$ cat src/sv/lavm_if.sv
`timescale 1ns / 1ps

interface lavm_in_if #(
    parameter int WORD_BITS = 32
);
    logic                        valid;
    logic                        ready;
    logic signed [WORD_BITS-1:0] origin_x;
    logic signed [WORD_BITS-1:0] origin_y;
    logic signed [WORD_BITS-1:0] origin_z;
    logic signed [WORD_BITS-1:0] dir_x;
    logic signed [WORD_BITS-1:0] dir_y;
    logic signed [WORD_BITS-1:0] dir_z;
    logic signed [WORD_BITS-1:0] up_x;
    logic signed [WORD_BITS-1:0] up_y;
    logic signed [WORD_BITS-1:0] up_z;

    modport source (
        output valid, origin_x, origin_y, origin_z, dir_x, dir_y, dir_z, up_x, up_y, up_z,
        input  ready
    );
    modport sink (
        input  valid, origin_x, origin_y, origin_z, dir_x, dir_y, dir_z, up_x, up_y, up_z,
        output ready
    );
endinterface


$ cat src/sv/lavm_front.sv
`timescale 1ns / 1ps

module lavm_front #(
    parameter int WORD_BITS = 32
) (
    input  logic                   i_clk,
    input  logic                   i_rst_n,
    lavm_in_if.sink                i_in,
    output logic                   o_q_valid,
    output logic [9*WORD_BITS:0]   o_q_data,
    input  logic                   i_q_pop
);
    localparam int ITEM_BITS = 9 * WORD_BITS + 1;

    logic [ITEM_BITS-1:0] r_mem [2];
    logic                 r_wp, r_rp;
    logic [1:0]           r_cnt;
    logic                 w_push;
    logic                 w_zero;
    logic [ITEM_BITS-1:0] w_item;

    // classify: flag a zero direction so the back end can skip its work
    assign w_zero = (i_in.dir_x == '0) && (i_in.dir_y == '0) && (i_in.dir_z == '0);
    assign w_item = {w_zero, i_in.up_z, i_in.up_y, i_in.up_x, i_in.dir_z, i_in.dir_y,
                     i_in.dir_x, i_in.origin_z, i_in.origin_y, i_in.origin_x};

    assign i_in.ready = (r_cnt != 2'd2);
    assign w_push     = i_in.valid && i_in.ready;
    assign o_q_valid  = (r_cnt != 2'd0);
    assign o_q_data   = r_mem[r_rp];

    always_ff @(posedge i_clk) begin
        if (w_push) begin
            r_mem[r_wp] <= w_item;
        end
    end

    always_ff @(posedge i_clk) begin
        if (!i_rst_n) begin
            r_wp  <= 1'b0;
            r_rp  <= 1'b0;
            r_cnt <= 2'd0;
        end else begin
            if (w_push) begin
                r_wp <= ~r_wp;
            end
            if (i_q_pop) begin
                r_rp <= ~r_rp;
            end
            r_cnt <= r_cnt + {1'b0, w_push} - {1'b0, i_q_pop};
        end
    end
endmodule

$ cat src/flat_wrapper.sv
// flat-port wrapper written by rule: the top's interface ports become plain ports
module lavm_front_flat 
#(
    parameter int WORD_BITS = 32
)
  (i_clk, i_rst_n, o_q_valid, o_q_data, i_q_pop, i_in_valid, i_in_origin_x, i_in_origin_y, i_in_origin_z, i_in_dir_x, i_in_dir_y, i_in_dir_z, i_in_up_x, i_in_up_y, i_in_up_z, i_in_ready);
  lavm_in_if #(.WORD_BITS(WORD_BITS)) i_in_i ();
  input  logic i_clk;
  input  logic i_rst_n;
  output logic o_q_valid;
  output logic [9*WORD_BITS:0] o_q_data;
  input  logic i_q_pop;
  input wire logic [$bits(i_in_i.valid)-1:0] i_in_valid;
  input wire logic [$bits(i_in_i.origin_x)-1:0] i_in_origin_x;
  input wire logic [$bits(i_in_i.origin_y)-1:0] i_in_origin_y;
  input wire logic [$bits(i_in_i.origin_z)-1:0] i_in_origin_z;
  input wire logic [$bits(i_in_i.dir_x)-1:0] i_in_dir_x;
  input wire logic [$bits(i_in_i.dir_y)-1:0] i_in_dir_y;
  input wire logic [$bits(i_in_i.dir_z)-1:0] i_in_dir_z;
  input wire logic [$bits(i_in_i.up_x)-1:0] i_in_up_x;
  input wire logic [$bits(i_in_i.up_y)-1:0] i_in_up_y;
  input wire logic [$bits(i_in_i.up_z)-1:0] i_in_up_z;
  output wire logic [$bits(i_in_i.ready)-1:0] i_in_ready;
  assign i_in_i.valid = i_in_valid;
  assign i_in_i.origin_x = i_in_origin_x;
  assign i_in_i.origin_y = i_in_origin_y;
  assign i_in_i.origin_z = i_in_origin_z;
  assign i_in_i.dir_x = i_in_dir_x;
  assign i_in_i.dir_y = i_in_dir_y;
  assign i_in_i.dir_z = i_in_dir_z;
  assign i_in_i.up_x = i_in_up_x;
  assign i_in_i.up_y = i_in_up_y;
  assign i_in_i.up_z = i_in_up_z;
  assign i_in_ready = i_in_i.ready;
  lavm_front #(.WORD_BITS(WORD_BITS)) u_core (.i_clk(i_clk), .i_rst_n(i_rst_n), .i_in(i_in_i), .o_q_valid(o_q_valid), .o_q_data(o_q_data), .i_q_pop(i_q_pop));
endmodule
$ cat config.mk
export PLATFORM = sky130hd
export DESIGN_NAME = lavm_front_flat
export DESIGN_NICKNAME = d
export VERILOG_FILES = /design/src/sv/lavm_if.sv /design/src/sv/lavm_front.sv /design/src/flat_wrapper.sv
export SDC_FILE = /design/constraint.sdc
export NUM_CORES = 1
export LEC_CHECK = 0
export ABC_AREA = 1
export BUFFER_PORTS_ARGS = -buffer_cell sky130_fd_sc_hd__buf_2
export CORE_AREA = 4 4 223 225
export CTS_CLUSTER_DIAMETER = 100
export DETAILED_ROUTE_END_ITERATION = 8
export DIE_AREA = 0 0 227 229
export GPL_TIMING_DRIVEN = 0
export PLACE_DENSITY_LB_ADDON = 0.05
export SLEW_MARGIN = 20
export SYNTH_ARGS = -nofsm -noshare
export SYNTH_HDL_FRONTEND = slang
export SYNTH_SLANG_ARGS = --single-unit
$ cat constraint.sdc
create_clock -name i_clk -period 15.95 [get_ports i_clk]
set_input_delay 0.7975 -clock i_clk [delete_from_list [all_inputs] [get_ports i_clk]]
set_output_delay 0.7975 -clock i_clk [all_outputs]
set_load 0.02 [all_outputs]
==> out/summary.txt, run 1 <==
Status: completed
Initial Utilization: 46.8%
TNS Setup: 0 ps
Finished Cell Area: 28600 um2
Final slew viol count: 0
Max Cap Violations: 0
Total track usage: 20.2%
RSZ-0062 raised after global routing: false
Wire length per cell: 23.0 um
Initial antenna violation count: 33
Fin nets: 1980
CP Launch Type: flop
Post-synthesis xor/xnor area fraction: 0.0394%
Synth unique cells: 15
Worst Path Required: 15150 ps
Combinational share of power: 17.6%
Post-CTS Resized: 0
Die area: 52000 um2
CTS Buf Count: 59
Metal2 WL: 28400 um
Simple-Gate Fraction of Synth Area: 1.73%
Largest family of logic cells by synthesized area: multiplexers
Hold Crit Class: in2reg
Register area share after synthesis: 78.5%
Compound-Gate Fraction of Synth Area: 0.0675%
Largest net degree at the start of global routing: 26
1st-iter DRT viols: 554
Switching pwr: 0.986 mW
Post-route non-filler standard cell count: 2363
H-Tree Depth: 2
TritonCTS clock tree: built
Final Hold Fails: 0
Pre-CTS setup slack: 12760 ps
Period utilization: 18.0%
Total gr overflow: 0
Placed Area: 26600 um2
Static leakage: 11.2 nW
CP Data Arrival Time: 2070 ps
Crit path capture type: output port
Pre-antenna DRT Iters: 6
Root buffer cell: clkbuf_16
First-pass GRT wire length: 77200 um
DRC viols: 0
Cells after synthesis: 1015
Vias in the first global route: 12300
Boundary pin count: 583
Ys Warns: 0
Post-CTS Hold Fix Bufs: 0
Final critical-path required period: 2870 ps
Synthesized cell area: 22200 um2
Final-layout fill cell count: 3592
PortBufs: 582
Number of synthesized register bits: 583
Relative slew margins: 53.9%
Tightest Pin Transition: 690 ps
Die X: 227 um
Clk sink count: 583
Routed Antenna Nets: 0
Routed wl met3: 5590 um
Sw frac: 24.8%
Final WS setup: 13080 ps
Core box area: 47500 um2
Post-Synth Adder-Cell Area: 0.113%
Wire length on met1: 18700 um
P&R area growth vs syn: 28.5%
Hold WS: 382 ps
Die H: 229 um
Reg clk slew, reported paths: 60 ps
# rows: 80
Final design utilization: 60.1%
Placed Instances: 2240
Syn Area/Cell: 21.9 um2
Mean number of vias per cell: 4.89
Clk pwr share: 34.2%
Pint: 2.98 mW
RePlAce Congestion: 0.789
Flop pwr share: 48.2%
Final Setup Violations: 0
Share of layout cells above drive strength 1: 58.7%
Total number of vias: 11600
Critical path peak fanout: 10
Setup Fix Bufs, Post-CTS: 0
Mux share of post-synthesis cell area: 18.0%
Clock latency on the worst-skew pair: 600 ps
Clock Path Buffers: 3
Total power: 3.97 mW
Pwr per Cell Area: 139 nW/um2
Peak VDD IR: 0.0000954 V
Syn nets: 1309
Peak Freq: 349 MHz
Max layer used: met5
Drt total wl: 54300 um
Clock skew: 16.7 ps
Post-DP HPWL: 41400 um
CP Class: reg2out
cells by family (layout without fill, tap and decap cells):
kind of cell	Yosys count	in the layout
AO/OA/AOI/OAI	3	3
multiplexers	289	289
adder cells (fa/ha/maj)	2	2
XOR/XNOR	1	1
buffers and inverters	38	755
other	0	16
flip-flops	583	583
AND/OR/NAND/NOR	99	99
routing by layer:
| metal | up-vias | track usage (%) |
|---|---|---|
| met4 | 34 | 6.66 |
| met5 | - | 0 |
| li1 | 5355 | - |
| met2 | 377 | 36.1 |
| met1 | 5675 | 21.1 |
| met3 | 113 | 9.12 |
power by group through the flow:
stage               Sequential [mW]  Clock (mW)  Combinational, mW
floorplan                      2.03           0              0.409
global placement               2.09           0              0.639
detailed placement             1.95           0              0.710
CTS                            1.92        1.40              0.712
global route                   1.93        1.46              0.743
finish                         1.92        1.36              0.699
cells in the mapped netlist:
cell type	instances	area, um2
edfxtp_1	578	17400
or2_2	1	6.26
o21ai_0	2	10.0
nand4_1	4	25.0
dfxtp_1	5	100
mux2_4	200	3000
ha_1	2	25.0
mux2_2	89	1000
buf_6	25	282
inv_1	6	22.5
xnor2_1	1	8.76
nor2_1	67	251
buf_2	7	35.0
a21oi_1	1	5.00
nand2_1	27	101
worst paths after layout:
check | from | to | slack (ps) | depth (start not counted)
worst max register to register | u_core.r_cnt[0] | u_core.r_mem[1][81] | 13200 | 10
worst max-delay path | flop | o_q_data[111] | 13080 | 5
worst min-delay path | i_in_origin_y[14] | u_core.r_mem[1][46] | 380 | 1
worst min register to register | u_core.r_rp | u_core.r_rp | 510 | 2
flip-flops by register name, indices dropped and copies added, names as in the netlist, named ones only:
register,flops
u_core.r_rp,1
u_core.r_mem,578
u_core.r_cnt,2
u_core.r_wp,1
cells in the final DEF, fill, tap and decap left out, drive strengths merged:
master / Yosys / layout
a21oi: 1 / 1
buf: 32 / 642
bufinv: 0 / 7
clkbuf: 0 / 77
clkinv: 0 / 23
dfxtp: 5 / 5
diode: 0 / 16
edfxtp: 578 / 578
ha: 2 / 2
inv: 6 / 6
mux2: 289 / 289
nand2: 27 / 27
nand4: 4 / 4
nor2: 67 / 67
o21ai: 2 / 2
or2: 1 / 1
xnor2: 1 / 1
critical path: stages (launching register included):
cell and delay (ps):
dfxtp_1 320, buf_6 180, buf_6 230, buf_6 220, mux2_4 310, buf_2 190
layout make-up:
cell class                 instances  area [um2]  area share (%)
antenna                           16        40.0           0.140
sequential                       583       17500            61.1
clock buffer                      77        1590            5.55
buffer                            32         317            1.11
clock inverter                    30         315            1.10
tap                              615         769            2.69
inverter                           6        22.5          0.0789
multi-input combinational        394        4450            15.6
timing repair buffer             610        3600            12.6
(Power assumes the default switching activity.)
==> run 2: changes to the inputs <==
CORE_AREA = 4 4 227 229   (was 4 4 223 225)
DIE_AREA = 0 0 231 233   (was 0 0 227 229)
clock period = 2.5 ns   (was 15.95 ns; I/O delays follow)
==> run 2 against run 1 <==
Compared with the run above:
- critical path depth is the same
- clock skew shrank 2.4 ps
- first-iteration DRC count grew 5.4%
- setup slack lost 13000 ps
- total power grew to 6.5 times the previous value
- critical path type unchanged
- critical endpoint is now o_q_data[115]
==> out/summary.txt, run 2 (synthesis results as in run 1) <==
Status: completed
Hold Path Depth: 2 (+1)
Final Setup Violations: 0 (unchanged)
Flop2flop setup slack: 410 ps (-12790 ps)
Period utilization: 86.7%
CP Class: reg2out
Final-layout fill cell count: 3751 (+4.4%)
RSZ-0062 raised after global routing: false
R2r startpoint: u_core.r_cnt[0]
Total track usage: 20.2% (-0.039 points)
Max Cap Violations: 0 (unchanged)
Total number of vias: 12600 (+9.4%)
Final slew viol count: 0 (unchanged)
First-pass GRT wire length: 81600 um (+5.7%)
Terminus of the critical flop-to-flop path: u_core.r_mem[0][83]
Largest net degree at the start of global routing: 26 (unchanged)
DRC viols: 0 (unchanged)
Peak Freq: 461 MHz
Vias in the first global route: 13500 (+10%)
Worst Path Required: 2380 ps (-12770 ps)
Pre-antenna DRT Iters: 4 (-2)
Placed Area: 26800 um2 (+0.49%)
CTS Buf Count: 60 (+1.7%)
Number of flip-flops in the largest register: 578 (unchanged)
Top flop regs: u_core.r_mem (578), u_core.r_cnt (2)
Core box area: 49700 um2 (+4.4%)
PortBufs: 582 (unchanged)
TritonCTS clock tree: built
CP Launch Type: flop
Die area: 53800 um2 (+3.5%)
P&R area growth vs syn: 42.0%
Die H: 233 um (+1.7%)
Pwr per Cell Area: 814 nW/um2 (+490%)
1st-iter DRT viols: 584 (+5.4%)
Initial Utilization: 44.8% (-2.0 points)
HP Start: i_in_origin_z[31]
Reg with most FFs: u_core.r_mem
Boundary pin count: 583 (unchanged)
Fin nets: 2278 (+15%)
Commonest non-fill, non-tap cells in the layout: 589 x buf_2, 578 x edfxtp_1, 292 x dlygate4sd3_1
Final critical-path required period: 2170 ps
# rows: 82 (+2.5%)
Critical path peak fanout: 10 (unchanged)
Wire length per cell: 20.7 um (-9.7%)
Final Hold Fails: 0 (unchanged)
CP Data Arrival Time: 2040 ps (-30 ps)
Clock latency on the worst-skew pair: 600 ps (about the same)
Post-route non-filler standard cell count: 2703 (+14%)
Most common cell after layout, fill and taps aside: buf_2
Hold Crit Class: in2reg
Mean number of vias per cell: 4.68 (-4.3%)
Root buffer cell: clkbuf_16
Share of layout cells above drive strength 1: 50.4% (-8.3 points)
Die X: 231 um (+1.8%)
Post-DP HPWL: 41200 um (-0.38%)
Relative slew margins: 82.8% (+29 points)
Placed Instances: 2299 (+2.6%)
Reg clk slew, reported paths: 60 ps (about the same)
Initial antenna violation count: 7 (-79%)
Finished Cell Area: 31600 um2 (+11%)
Post-CTS Resized: 0 (unchanged)
Reg2Reg Depth: 10 (unchanged)
Crit path capture type: output port
RePlAce Congestion: 0.775 (-1.8%)
Clock Path Buffers: 3 (unchanged)
Drt total wl: 56100 um (+3.2%)
H-Tree Depth: 2 (unchanged)
Static leakage: 12.4 nW (+11%)
Peak VDD IR: 0.000651 V (+580%)
Total gr overflow: 0 (unchanged)
Clk sink count: 583 (unchanged)
Hold Crit Endpoint: u_core.r_mem[1][95]
Routed Antenna Nets: 0 (unchanged)
Clock skew: 14.3 ps (-2.39 ps)
Tightest Pin Transition: 257 ps (-433 ps)
-- run 2: changes by cell type in the layout (fill, tap and decap cells not counted), sizes merged --
cell / previous run / this run
dlygate4sd3: 0 / 292
diode: 16 / 3
clkbuf: 77 / 71
clkinv: 23 / 29
buf: 642 / 647
bufinv: 7 / 6
-- run 2: per-layer routing --
| metal | vias up | global-route usage, % | share of wire, % |
|---|---|---|---|
| li1 | 5920 | - | - |
| met2 | 426 | 35.0 | 51 |
| met5 | - | 0 | 0.098 |
| met3 | 106 | 7.08 | 8.2 |
| met1 | 6182 | 23.6 | 38 |
| met4 | 8 | 6.35 | 3.1 |
-- run 2: repair_timing --
| action | CTS | global route |
|---|---|---|
| buffers inserted | 3 | 0 |
| endpoints found under the setup margin | 42 | 0 |
| hold buffers | 292 | 0 |
| endpoints found under the hold margin | 581 | 0 |
-- run 2: area by class of cell --
class                           count  area, um2  area share (%)
Antenna cell                        3       7.51          0.0238
Tap cell                          672        841            2.66
Clock inverter                     35        304           0.963
Multi-Input combinational cell    394       4470            14.2
Buffer                             32        317            1.00
Sequential cell                   583      17500            55.3
Clock buffer                       71       1560            4.95
Inverter                            6       22.5          0.0713
Timing Repair Buffer              907       6590            20.9
-- run 2: worst max path at each step --
| stage | end | slack (ps) | cells past startpoint |
|---|---|---|---|
| after CTS | o_q_data[206] | 250 | 5 |
| after global routing | o_q_data[206] | 220 | 5 |
| final | o_q_data[115] | 330 | 5 |
| after global placement | u_core.r_mem[1][80] | -5400 | 4 |
| after floorplan | u_core.r_mem[1][0] | -2720 | 4 |
| after detailed placement | u_core.r_mem[1][85] | -30 | 10 |
-- run 2: stage by stage --
stage	setup TNS (ps)	total power, mW	util (%)	setup slack (ps)	hold WS [ps]
after floorplan	-1570910	15.2	-	-2720	218
after global placement	-3101400	16.8	52.4	-5400	313
after detailed placement	-1180	17.0	53.9	-32.9	316
after CTS	0	26.0	63.6	247	186
after global routing	0	26.7	63.6	225	218
final	0	25.7	63.6	332	245
-- run 2: power by group --
part	internal [mW]	total [mW]	leakage (nW)	switching, mW
clock	5.02	8.54	0.922	3.52
combinational	2.23	4.92	6.07	2.69
sequential	12.0	12.2	5.42	0.230
-- run 2: critical path: stages, from the launching register on --
cell and delay, ps:
dfxtp_1 320, buf_6 170, buf_6 220, buf_6 210, mux2_4 310, buf_2 190
